<file path="src/dcsd_pkg.sv">
// Package for the delta command stream decoder: word types, kinds, error codes,
// and the base-64 digit lookup. No dependencies.
`timescale 1ns / 1ps
package dcsd_pkg;

  typedef struct packed {
    logic [7:0] delta_byte;
    logic       start_of_delta;
  } in_word_t;

  typedef struct packed {
    logic [1:0]  kind;
    logic [7:0]  literal_byte;
    logic [31:0] copy_offset;
    logic [31:0] copy_count;
    logic [31:0] output_total;
    logic [31:0] trailer_value;
    logic [3:0]  error_code;
    logic        last_of_run;
  } out_word_t;

  // classified input word passed from front to back
  typedef struct packed {
    logic [7:0] data;
    logic       start;
    logic       is_digit;
    logic [5:0] digit;
  } cls_word_t;

  localparam logic [1:0] KIND_LIT  = 2'd0;
  localparam logic [1:0] KIND_COPY = 2'd1;
  localparam logic [1:0] KIND_DONE = 2'd2;
  localparam logic [1:0] KIND_ERR  = 2'd3;

  localparam logic [3:0] ERR_HDR_NL     = 4'd0;
  localparam logic [3:0] ERR_NO_COMMA   = 4'd1;
  localparam logic [3:0] ERR_COPY_SIZE  = 4'd2;
  localparam logic [3:0] ERR_COPY_SRC   = 4'd3;
  localparam logic [3:0] ERR_INS_SIZE   = 4'd4;
  localparam logic [3:0] ERR_INS_DELTA  = 4'd5;
  localparam logic [3:0] ERR_FINAL_SIZE = 4'd6;
  localparam logic [3:0] ERR_UNK_OP     = 4'd7;
  localparam logic [3:0] ERR_UNTERM     = 4'd8;

  localparam logic       CFG_SRC_LEN   = 1'b0;
  localparam logic       CFG_DELTA_LEN = 1'b1;

  localparam logic [7:0] CH_AT    = 8'h40;
  localparam logic [7:0] CH_COLON = 8'h3a;
  localparam logic [7:0] CH_SEMI  = 8'h3b;
  localparam logic [7:0] CH_COMMA = 8'h2c;
  localparam logic [7:0] CH_NL    = 8'h0a;

  function automatic logic [6:0] digit_lookup(input logic [7:0] b);
    logic [6:0] c;
    c = b[6:0];
    if (c >= 7'h30 && c <= 7'h39) digit_lookup = c - 7'h30;
    else if (c >= 7'h41 && c <= 7'h5a) digit_lookup = c - 7'h41 + 7'd10;
    else if (c == 7'h5f) digit_lookup = 7'd36;
    else if (c >= 7'h61 && c <= 7'h7a) digit_lookup = c - 7'h61 + 7'd37;
    else if (c == 7'h7e) digit_lookup = 7'd63;
    else digit_lookup = 7'd64;
  endfunction

endpackage

</file>
<file path="src/dcsd_front.sv">
// Front end: accepts input words and classifies the digit value.
// Depends on dcsd_pkg.
`timescale 1ns / 1ps
module dcsd_front import dcsd_pkg::*; (
  input  logic      clk,
  input  logic      rst_n,
  input  logic      in_valid,
  output logic      in_ready,
  input  in_word_t  in_data,
  output logic      cls_valid,
  input  logic      cls_ready,
  output cls_word_t cls_data
);
  logic      vld_r, vld_nxt;
  cls_word_t dat_r, dat_nxt;
  logic [6:0] dv;

  assign in_ready  = !vld_r || cls_ready;
  assign cls_valid = vld_r;
  assign cls_data  = dat_r;
  assign dv = digit_lookup(in_data.delta_byte);

  always_comb begin
    vld_nxt = vld_r;
    dat_nxt = dat_r;
    if (in_ready) begin
      vld_nxt = in_valid;
      dat_nxt.data = in_data.delta_byte;
      dat_nxt.start = in_data.start_of_delta;
      dat_nxt.is_digit = !dv[6];
      dat_nxt.digit = dv[5:0];
    end
  end

  always_ff @(posedge clk) begin
    if (!rst_n) vld_r <= 1'b0;
    else vld_r <= vld_nxt;
    dat_r <= dat_nxt;
  end
endmodule

</file>
<file path="src/dcsd_fifo.sv">
// Short queue between the front and the back.
// Depends on dcsd_pkg.
`timescale 1ns / 1ps
module dcsd_fifo import dcsd_pkg::*; (
  input  logic      clk,
  input  logic      rst_n,
  input  logic      wr_valid,
  output logic      wr_ready,
  input  cls_word_t wr_data,
  output logic      rd_valid,
  input  logic      rd_ready,
  output cls_word_t rd_data
);
  cls_word_t  mem_r [2];
  logic       wp_r, rp_r;
  logic [1:0] cnt_r;
  logic       wr, rd;

  assign wr_ready = cnt_r != 2'd2;
  assign rd_valid = cnt_r != 2'd0;
  assign rd_data  = mem_r[rp_r];
  assign wr = wr_valid && wr_ready;
  assign rd = rd_valid && rd_ready;

  always_ff @(posedge clk) begin
    if (!rst_n) begin
      wp_r <= 1'b0;
      rp_r <= 1'b0;
      cnt_r <= 2'd0;
    end else begin
      if (wr) wp_r <= !wp_r;
      if (rd) rp_r <= !rp_r;
      cnt_r <= cnt_r + {1'b0, wr} - {1'b0, rd};
    end
    if (wr) mem_r[wp_r] <= wr_data;
  end
endmodule

</file>
<file path="src/dcsd_back.sv">
// Back end: parse state, command checks, result words with a two-entry out queue.
// Depends on dcsd_pkg.
`timescale 1ns / 1ps
module dcsd_back import dcsd_pkg::*; (
  input  logic        clk,
  input  logic        rst_n,
  input  logic        cls_valid,
  output logic        cls_ready,
  input  cls_word_t   cls_data,
  input  logic [31:0] src_len,
  input  logic [31:0] dlt_len,
  output logic        out_valid,
  input  logic        out_ready,
  output out_word_t   out_data
);
  localparam logic [2:0] PH_IDLE = 3'd0;
  localparam logic [2:0] PH_HDR  = 3'd1;
  localparam logic [2:0] PH_CMD  = 3'd2;
  localparam logic [2:0] PH_CNT  = 3'd3;
  localparam logic [2:0] PH_OFF  = 3'd4;
  localparam logic [2:0] PH_LIT  = 3'd5;

  logic [2:0]  ph_r, ph_nxt;
  logic [31:0] acc_r, acc_nxt, exp_r, exp_nxt, tot_r, tot_nxt;
  logic [31:0] pend_r, pend_nxt, lrem_r, lrem_nxt, used_r, used_nxt;

  out_word_t  q_r [2];
  logic [1:0] qn_r;
  out_word_t  r0, r1;
  logic [1:0] rn;
  logic       take;

  assign cls_ready = (qn_r == 2'd0) || (qn_r == 2'd1 && out_ready);
  assign take = cls_valid && cls_ready;
  assign out_valid = qn_r != 2'd0;
  assign out_data = q_r[0];

  function automatic out_word_t mk(input logic [1:0] k, input logic [7:0] l,
                                   input logic [31:0] o, input logic [31:0] c,
                                   input logic [31:0] t, input logic [31:0] tr,
                                   input logic [3:0] e);
    out_word_t w;
    w.kind = k; w.literal_byte = l; w.copy_offset = o; w.copy_count = c;
    w.output_total = t; w.trailer_value = tr; w.error_code = e; w.last_of_run = 1'b0;
    mk = w;
  endfunction

  always_comb begin
    logic [2:0]  p;
    logic [31:0] acc, ex, tot, pend, lrem, used, sum, shacc;
    logic [7:0]  b;
    logic        eod;
    logic [1:0]  n;
    out_word_t   e0, e1;
    p = ph_r; acc = acc_r; ex = exp_r; tot = tot_r; pend = pend_r;
    lrem = lrem_r; used = used_r;
    b = cls_data.data;
    n = 2'd0; e0 = '0; e1 = '0;
    eod = 1'b0;
    sum = '0;
    if (cls_data.start) begin
      p = PH_HDR; acc = '0; ex = '0; tot = '0; pend = '0; lrem = '0; used = '0;
    end
    shacc = {acc[25:0], 6'd0} + {26'd0, cls_data.digit};
    if (p != PH_IDLE) begin
      if (used == dlt_len) eod = 1'b1;
      else begin
        used = used + 32'd1;
        unique case (p)
          PH_HDR: begin
            if (cls_data.is_digit) acc = shacc;
            else if (b == CH_NL) begin ex = acc; acc = '0; p = PH_CMD; end
            else begin e0 = mk(KIND_ERR, '0, '0, '0, '0, '0, ERR_HDR_NL); n = 2'd1; p = PH_IDLE; end
          end
          PH_CMD, PH_CNT, PH_OFF: begin
            if (p == PH_CMD && b == 8'd0) begin
              e0 = mk(KIND_ERR, '0, '0, '0, '0, '0, ERR_UNTERM); n = 2'd1; p = PH_IDLE;
            end else if (cls_data.is_digit) begin
              acc = shacc;
              if (p == PH_CMD) p = PH_CNT;
            end else if (p == PH_OFF) begin
              if (b == CH_COMMA) begin
                tot = tot + pend;
                sum = acc + pend;
                if (tot > ex) begin
                  e0 = mk(KIND_ERR, '0, '0, '0, '0, '0, ERR_COPY_SIZE); n = 2'd1; p = PH_IDLE;
                end else if (sum > src_len) begin
                  e0 = mk(KIND_ERR, '0, '0, '0, '0, '0, ERR_COPY_SRC); n = 2'd1; p = PH_IDLE;
                end else begin
                  e0 = mk(KIND_COPY, '0, acc, pend, '0, '0, '0); n = 2'd1;
                  acc = '0; p = PH_CMD;
                end
              end else begin
                e0 = mk(KIND_ERR, '0, '0, '0, '0, '0, ERR_NO_COMMA); n = 2'd1; p = PH_IDLE;
              end
            end else begin
              if (b == CH_AT) begin pend = acc; acc = '0; p = PH_OFF; end
              else if (b == CH_COLON) begin
                tot = tot + acc;
                if (tot > ex) begin
                  e0 = mk(KIND_ERR, '0, '0, '0, '0, '0, ERR_INS_SIZE); n = 2'd1; p = PH_IDLE;
                end else if (acc > dlt_len - used) begin
                  e0 = mk(KIND_ERR, '0, '0, '0, '0, '0, ERR_INS_DELTA); n = 2'd1; p = PH_IDLE;
                end else begin
                  lrem = acc; p = (acc != '0) ? PH_LIT : PH_CMD;
                end
                acc = '0;
              end else if (b == CH_SEMI) begin
                if (tot != ex) begin
                  e0 = mk(KIND_ERR, '0, '0, '0, '0, '0, ERR_FINAL_SIZE); n = 2'd1;
                end else begin
                  e0 = mk(KIND_DONE, '0, '0, '0, tot, acc, '0); n = 2'd1;
                end
                acc = '0; p = PH_IDLE;
              end else begin
                e0 = mk(KIND_ERR, '0, '0, '0, '0, '0, ERR_UNK_OP); n = 2'd1;
                acc = '0; p = PH_IDLE;
              end
            end
          end
          PH_LIT: begin
            e0 = mk(KIND_LIT, b, '0, '0, '0, '0, '0); n = 2'd1;
            lrem = lrem - 32'd1;
            if (lrem == '0) p = PH_CMD;
          end
          default: ;
        endcase
        if (p != PH_IDLE && used == dlt_len) eod = 1'b1;
      end
      if (eod) begin
        case (p)
          PH_HDR: begin e1 = mk(KIND_ERR, '0, '0, '0, '0, '0, ERR_HDR_NL); p = PH_IDLE; end
          PH_CNT: begin e1 = mk(KIND_ERR, '0, '0, '0, '0, '0, ERR_UNK_OP); p = PH_IDLE; end
          PH_CMD, PH_LIT: begin
            e1 = mk(KIND_ERR, '0, '0, '0, '0, '0, ERR_UNTERM); p = PH_IDLE;
          end
          PH_OFF: begin
            tot = tot + pend;
            sum = acc + pend;
            if (tot > ex) e1 = mk(KIND_ERR, '0, '0, '0, '0, '0, ERR_COPY_SIZE);
            else if (sum > src_len) e1 = mk(KIND_ERR, '0, '0, '0, '0, '0, ERR_COPY_SRC);
            else begin
              e1 = mk(KIND_COPY, '0, acc, pend, '0, '0, '0);
              acc = '0;
              if (n == 2'd0) begin e0 = e1; n = 2'd1; end
              else n = 2'd2;
              e1 = mk(KIND_ERR, '0, '0, '0, '0, '0, ERR_UNTERM);
            end
            p = PH_IDLE;
          end
          default: ;
        endcase
        if (p == PH_IDLE && (e1.kind != KIND_LIT || e1.error_code != 4'd0 ||
                             e1 != '0)) begin
          if (n == 2'd0) begin e0 = e1; n = 2'd1; end
          else n = 2'd2;
        end
      end
    end
    if (n == 2'd1) e0.last_of_run = 1'b1;
    if (n == 2'd2) e1.last_of_run = 1'b1;
    r0 = e0; r1 = e1; rn = n;
    ph_nxt = p; acc_nxt = acc; exp_nxt = ex; tot_nxt = tot; pend_nxt = pend;
    lrem_nxt = lrem; used_nxt = used;
  end

  always_ff @(posedge clk) begin
    if (!rst_n) begin
      ph_r <= PH_IDLE; acc_r <= '0; exp_r <= '0; tot_r <= '0;
      pend_r <= '0; lrem_r <= '0; used_r <= '0; qn_r <= 2'd0;
    end else begin
      if (take) begin
        ph_r <= ph_nxt; acc_r <= acc_nxt; exp_r <= exp_nxt; tot_r <= tot_nxt;
        pend_r <= pend_nxt; lrem_r <= lrem_nxt; used_r <= used_nxt;
        qn_r <= rn;
        q_r[0] <= r0;
        q_r[1] <= r1;
      end else if (out_valid && out_ready) begin
        qn_r <= qn_r - 2'd1;
        q_r[0] <= q_r[1];
      end
    end
  end
endmodule

</file>
<file path="src/delta_command_stream_decoder.sv">
// Delta command stream decoder top: config registers, front, queue, back.
// Path: front register, then the queue, then the back end's out queue.
// Throughput: one input word per cycle; out back-pressure or two results stall it.
// Reset: synchronous active-low rst_n clears parse state, queues and registers.
// Depends on dcsd_pkg, dcsd_front, dcsd_fifo, dcsd_back.
`timescale 1ns / 1ps
module delta_command_stream_decoder import dcsd_pkg::*; (
  input  logic        clk,
  input  logic        rst_n,
  input  logic        in_valid,
  output logic        in_ready,
  input  in_word_t    in_data,
  output logic        out_valid,
  input  logic        out_ready,
  output out_word_t   out_data,
  input  logic        cfg_valid,
  output logic        cfg_ready,
  input  logic [0:0]  cfg_index,
  input  logic [31:0] cfg_data
);
  logic [31:0] src_len_r, dlt_len_r;
  logic        f_valid, f_ready, b_valid, b_ready;
  cls_word_t   f_data, b_data;

  assign cfg_ready = 1'b1;

  always_ff @(posedge clk) begin
    if (!rst_n) begin
      src_len_r <= '0;
      dlt_len_r <= '0;
    end else if (cfg_valid) begin
      unique case (cfg_index[0])
        CFG_SRC_LEN:   src_len_r <= cfg_data;
        CFG_DELTA_LEN: dlt_len_r <= cfg_data;
        default: ;
      endcase
    end
  end

  dcsd_front u_front (.clk, .rst_n, .in_valid, .in_ready, .in_data,
    .cls_valid(f_valid), .cls_ready(f_ready), .cls_data(f_data));
  dcsd_fifo u_fifo (.clk, .rst_n, .wr_valid(f_valid), .wr_ready(f_ready), .wr_data(f_data),
    .rd_valid(b_valid), .rd_ready(b_ready), .rd_data(b_data));
  dcsd_back u_back (.clk, .rst_n, .cls_valid(b_valid), .cls_ready(b_ready), .cls_data(b_data),
    .src_len(src_len_r), .dlt_len(dlt_len_r), .out_valid, .out_ready, .out_data);
endmodule

</file>
<file path="config.mk">
export PLATFORM = sky130hd
export DESIGN_NAME = delta_command_stream_decoder
export DESIGN_NICKNAME = d
export VERILOG_FILES = /design/src/dcsd_pkg.sv /design/src/dcsd_front.sv /design/src/dcsd_fifo.sv /design/src/dcsd_back.sv /design/src/delta_command_stream_decoder.sv
export SDC_FILE = /design/constraint.sdc
export NUM_CORES = 2
export LEC_CHECK = 0
export ABC_CLOCK_PERIOD_IN_PS = 36200
export BUFFER_PORTS_ARGS = -buffer_cell sky130_fd_sc_hd__buf_2
export CORE_ASPECT_RATIO = 0.5
export CORE_MARGIN = 5
export CORE_UTILIZATION = 36
export CTS_BUF_LIST = sky130_fd_sc_hd__clkbuf_8
export DETAILED_ROUTE_END_ITERATION = 8
export HOLD_SLACK_MARGIN = 0.06
export PLACE_DENSITY = 0.6
export SLEW_MARGIN = 10
export SYNTH_ARGS = -nofsm -noshare
export SYNTH_HDL_FRONTEND = slang
export SYNTH_SLANG_ARGS = --single-unit
</file>
<file path="constraint.sdc">
create_clock -name clk -period 36.2 [get_ports clk]
set_input_delay 0 -clock clk [delete_from_list [all_inputs] [get_ports clk]]
set_output_delay 0 -clock clk [all_outputs]
set_load 0.05 [all_outputs]
</file>
==> reports/qor.csv <==
stage,metric,value,unit
clock_tree,clkTransAtPathRegs,0.07,ns
floorplanning,rows,84,
setup_path,crit_end,u_back.q_r[0][126],
clock_tree,cts_max_level,3,
drt,via_per_inst,5.97,
hold_path,hold_path.class,in2reg,
placed_design,placed_area,40400,sq um
finish,final_nets,5410,
timing,fin_tns_setup,0,ns
grt,grt_pass1_wl,232000,microns
clock_tree,ctsRootBufferMaster,clkbuf_8,
setup_path,crit_buf_inv,6,
floorplanning,die_x,470,microns
clock_tree,clk-insertion-delay-late,0.80,ns
drt,drt-total-wl,159000,microns
drt,vias,38600,
logic_synthesis,netlist_instances,4806,
job,max_cap_violations,0,
grt,grt.overflow.total,0,
logic_synthesis,synth_area_leaders,"edfxtp_1 16%, dfxtp_1 14%, ha_1 13%",
clock_tree,cts_sinks,464,
drt,ant_nets,0,
outcome,status,"complete, no violations",
setup_path,cp.required,36.82,ns
grt,busiest_layer,met2,
clock_tree,tritoncts,done,
logic_synthesis,ys_seq_elements,464,
timing,timing.fmax,0.0588,GHz
logic_synthesis,syn_area,38100,sq um
finish,syn_to_final_growth,13.1,%
setup_path,max_stage_delay,0.95,ns
clock_tree,max-clock-path-buffers,3,
grt,met3_usage,5.51,%
drt,drtPass1Iterations,6,
timing,worst_pin_slew,1.28,ns
placed_design,gp_congestion,0.995,
logic_synthesis,synth_top_area_share,15.5,%
logic_synthesis,synth_cell_types,95,
floorplanning,dieHeight,240,microns
logic_synthesis,yosys.area.top_type,edfxtp_1,
timing,min_period,17.01,ns
setup_path,reg2reg_to,u_back.q_r[0][126],
finish,final_util,41.0,%
finish,mostFrequentLayoutCells,"621 x nand2_1, 510 x nor2_1, 460 x a21oi_1",
setup_path,crit_fanout,78,
finish,drive_above_1_share,10.2,%
setup_path,reg2reg_depth,59,
timing,finalCritPeriodShare,47.0,%
finish,final_cell_area,43100,sq um
logic_synthesis,ys.flop_type,dfxtp_1,
logic_synthesis,synth.avg_cell_area,7.92,sq um
grt,grt_pass1_vias,35700,
logic_synthesis,ys_seq_area_share,29.6,%
drt,drt_iter0_drc,4783,
setup_path,cp.arrival,17.62,ns
logic_synthesis,synth.net_count,5239,
timing,whs,0.0971,ns
logic_synthesis,async_flop_share,0,%
logic_synthesis,yosysWarningCount,0,
pwr,leakagePower,18.3,nW
setup_path,critPathCaptureType,register,
grt,antenna_found_initial,6,
floorplanning,ios,193,
logic_synthesis,synth-edff-count,197,
floorplanning,initial_utilization,36.3,%
setup_path,path_class,reg2reg,
setup_path,cpLargestDelayFamily,compound AO/OA/AOI/OAI gates,
drt,post_drt_wl_per_cell,24.5,microns
timing,slew_headroom,13.4,%
placed_design,hpwl,119000,microns
setup_path,start_kind,register,
placed_design,portBuffers,191,
timing,fin_skew,0.0721,ns
clock_tree,post_cts_buffers,0,
clock_tree,numCtsBuffers,78,
timing,slew_viol_final,0,
finish,final_common_cell,nand2_1,
pwr,powerDensity,67.2,nW/um^2
floorplanning,core-area,105000,sq um
floorplanning,dieArea,113000,sq um
grt,met2_usage,41.1,%
grt,track_usage,26.9,%
timing,rsz0062_at_grt,false,
grt,grt_max_degree,146,
grt,use_met1,36.9,%
pwr,finalPower,2.89,mW
setup_path,rrSetupSlack,19.19,ns
drt,drc,0,
setup_path,cp_slowest_cell,o41ai_1,
setup_path,path_depth,59,
timing,hold_viol,0,
timing,finalSetupViolCount,0,
pwr,ir_worst_vdd,34.3,uV
## worst min-delay path, delay by kind of cell
kind            cells  cell delay [ns]
buf+inv             2             0.69
simple gates        1             0.07
compound gates      1             0.05
## cell type report
class                   instances  area [sq um]
fillers                     10600         61900
multi-input cells            3873         25100
flip-flops and latches        464         11300
repair buffers                368          2550
well taps                    1419          1780
clock buffers                  86          1180
inverters                     192           728
clock inverters                59           490
diodes                          5          12.5
## logic make-up after synthesis
group / Yosys count / share of synthesized area, %
adders and majority gates: 395 / 13.0
other: 1 / 0.00985
DFF: 464 / 29.6
and+or+nand+nor: 1714 / 20.4
AOI/OAI and AO/OA: 1396 / 23.3
xor gates and xnor gates: 284 / 6.53
muxes: 83 / 2.29
buffers and inverters: 469 / 4.87
## cells in the mapped netlist (75+ instances only)
cell type and count:
nand4_1 82, xnor2_1 186, nor3_1 97, inv_1 190, nand3_1 121, a211oi_1 75
ha_1 382, a21oi_1 461, edfxtp_1 197, dfxtp_1 267, clkbuf_1 225, a21o_1 110
nand2_1 622, nor2_1 515, xor2_1 98, o21ai_0 258
## power by group
group	internal, mW	switching [mW]	total [mW]
logic	0.503	1.10	1.61
registers	0.664	0.0911	0.755
clock network	0.274	0.257	0.531
total	1.44	1.45	2.89
## worst min path at each step
stage,cells after the start,slack (ns),endpoint,from
6_report,4,0.1,dlt_len_r[2],cfg_data[2]
5_1_grt,4,0.08,dlt_len_r[1],cfg_data[1]
4_1_cts,4,0.06,dlt_len_r[2],cfg_data[2]
3_5_place_dp,1,0.18,u_front.cls_data[15],in_data[8]
3_3_place_gp,1,0.18,u_front.cls_data[15],in_data[8]
2_1_floorplan,0,0.1,u_front.cls_data[10],in_data[3]
## flip-flops by register name, summed over array words and instances (netlist names), 2 cells and up, named ones only
| name | flops |
|---|---|
| u_back.acc_r | 32 |
| dlt_len_r | 32 |
| u_back.used_r | 32 |
| u_back.q_r | 149 |
| u_back.lrem_r | 32 |
| u_fifo.mem_r | 32 |
| u_front.cls_data | 16 |
| u_back.exp_r | 32 |
| u_back.qn_r | 2 |
| u_back.pend_r | 32 |
| u_back.tot_r | 32 |
| u_back.ph_r | 3 |
| src_len_r | 32 |
| u_fifo.cnt_r | 2 |
## routing by layer
metal	wire [microns]	part of all wire (%)	up-vias
li1	-	-	17700
met1	68100	43	18500
met2	67700	43	1965
met3	15200	9.6	369
met4	7580	4.8	2
met5	13	0.0082	-
## stage by stage
stage | cells | setup slack, ns
after floorplan | 4806 | 22.54
after global placement | 6214 | 20.00
after detailed placement | 6214 | 19.70
after CTS | 6461 | 19.62
after global routing | 6465 | 18.23
final | 6466 | 19.19
## repair_timing
| item | CTS | global route |
|---|---|---|
| resized for setup | 0 | 0 |
| hold buffers | 102 | 0 |
| hold endpoints to repair | 124 | 0 |
Note: power is estimated with default switching activity, not from simulation.
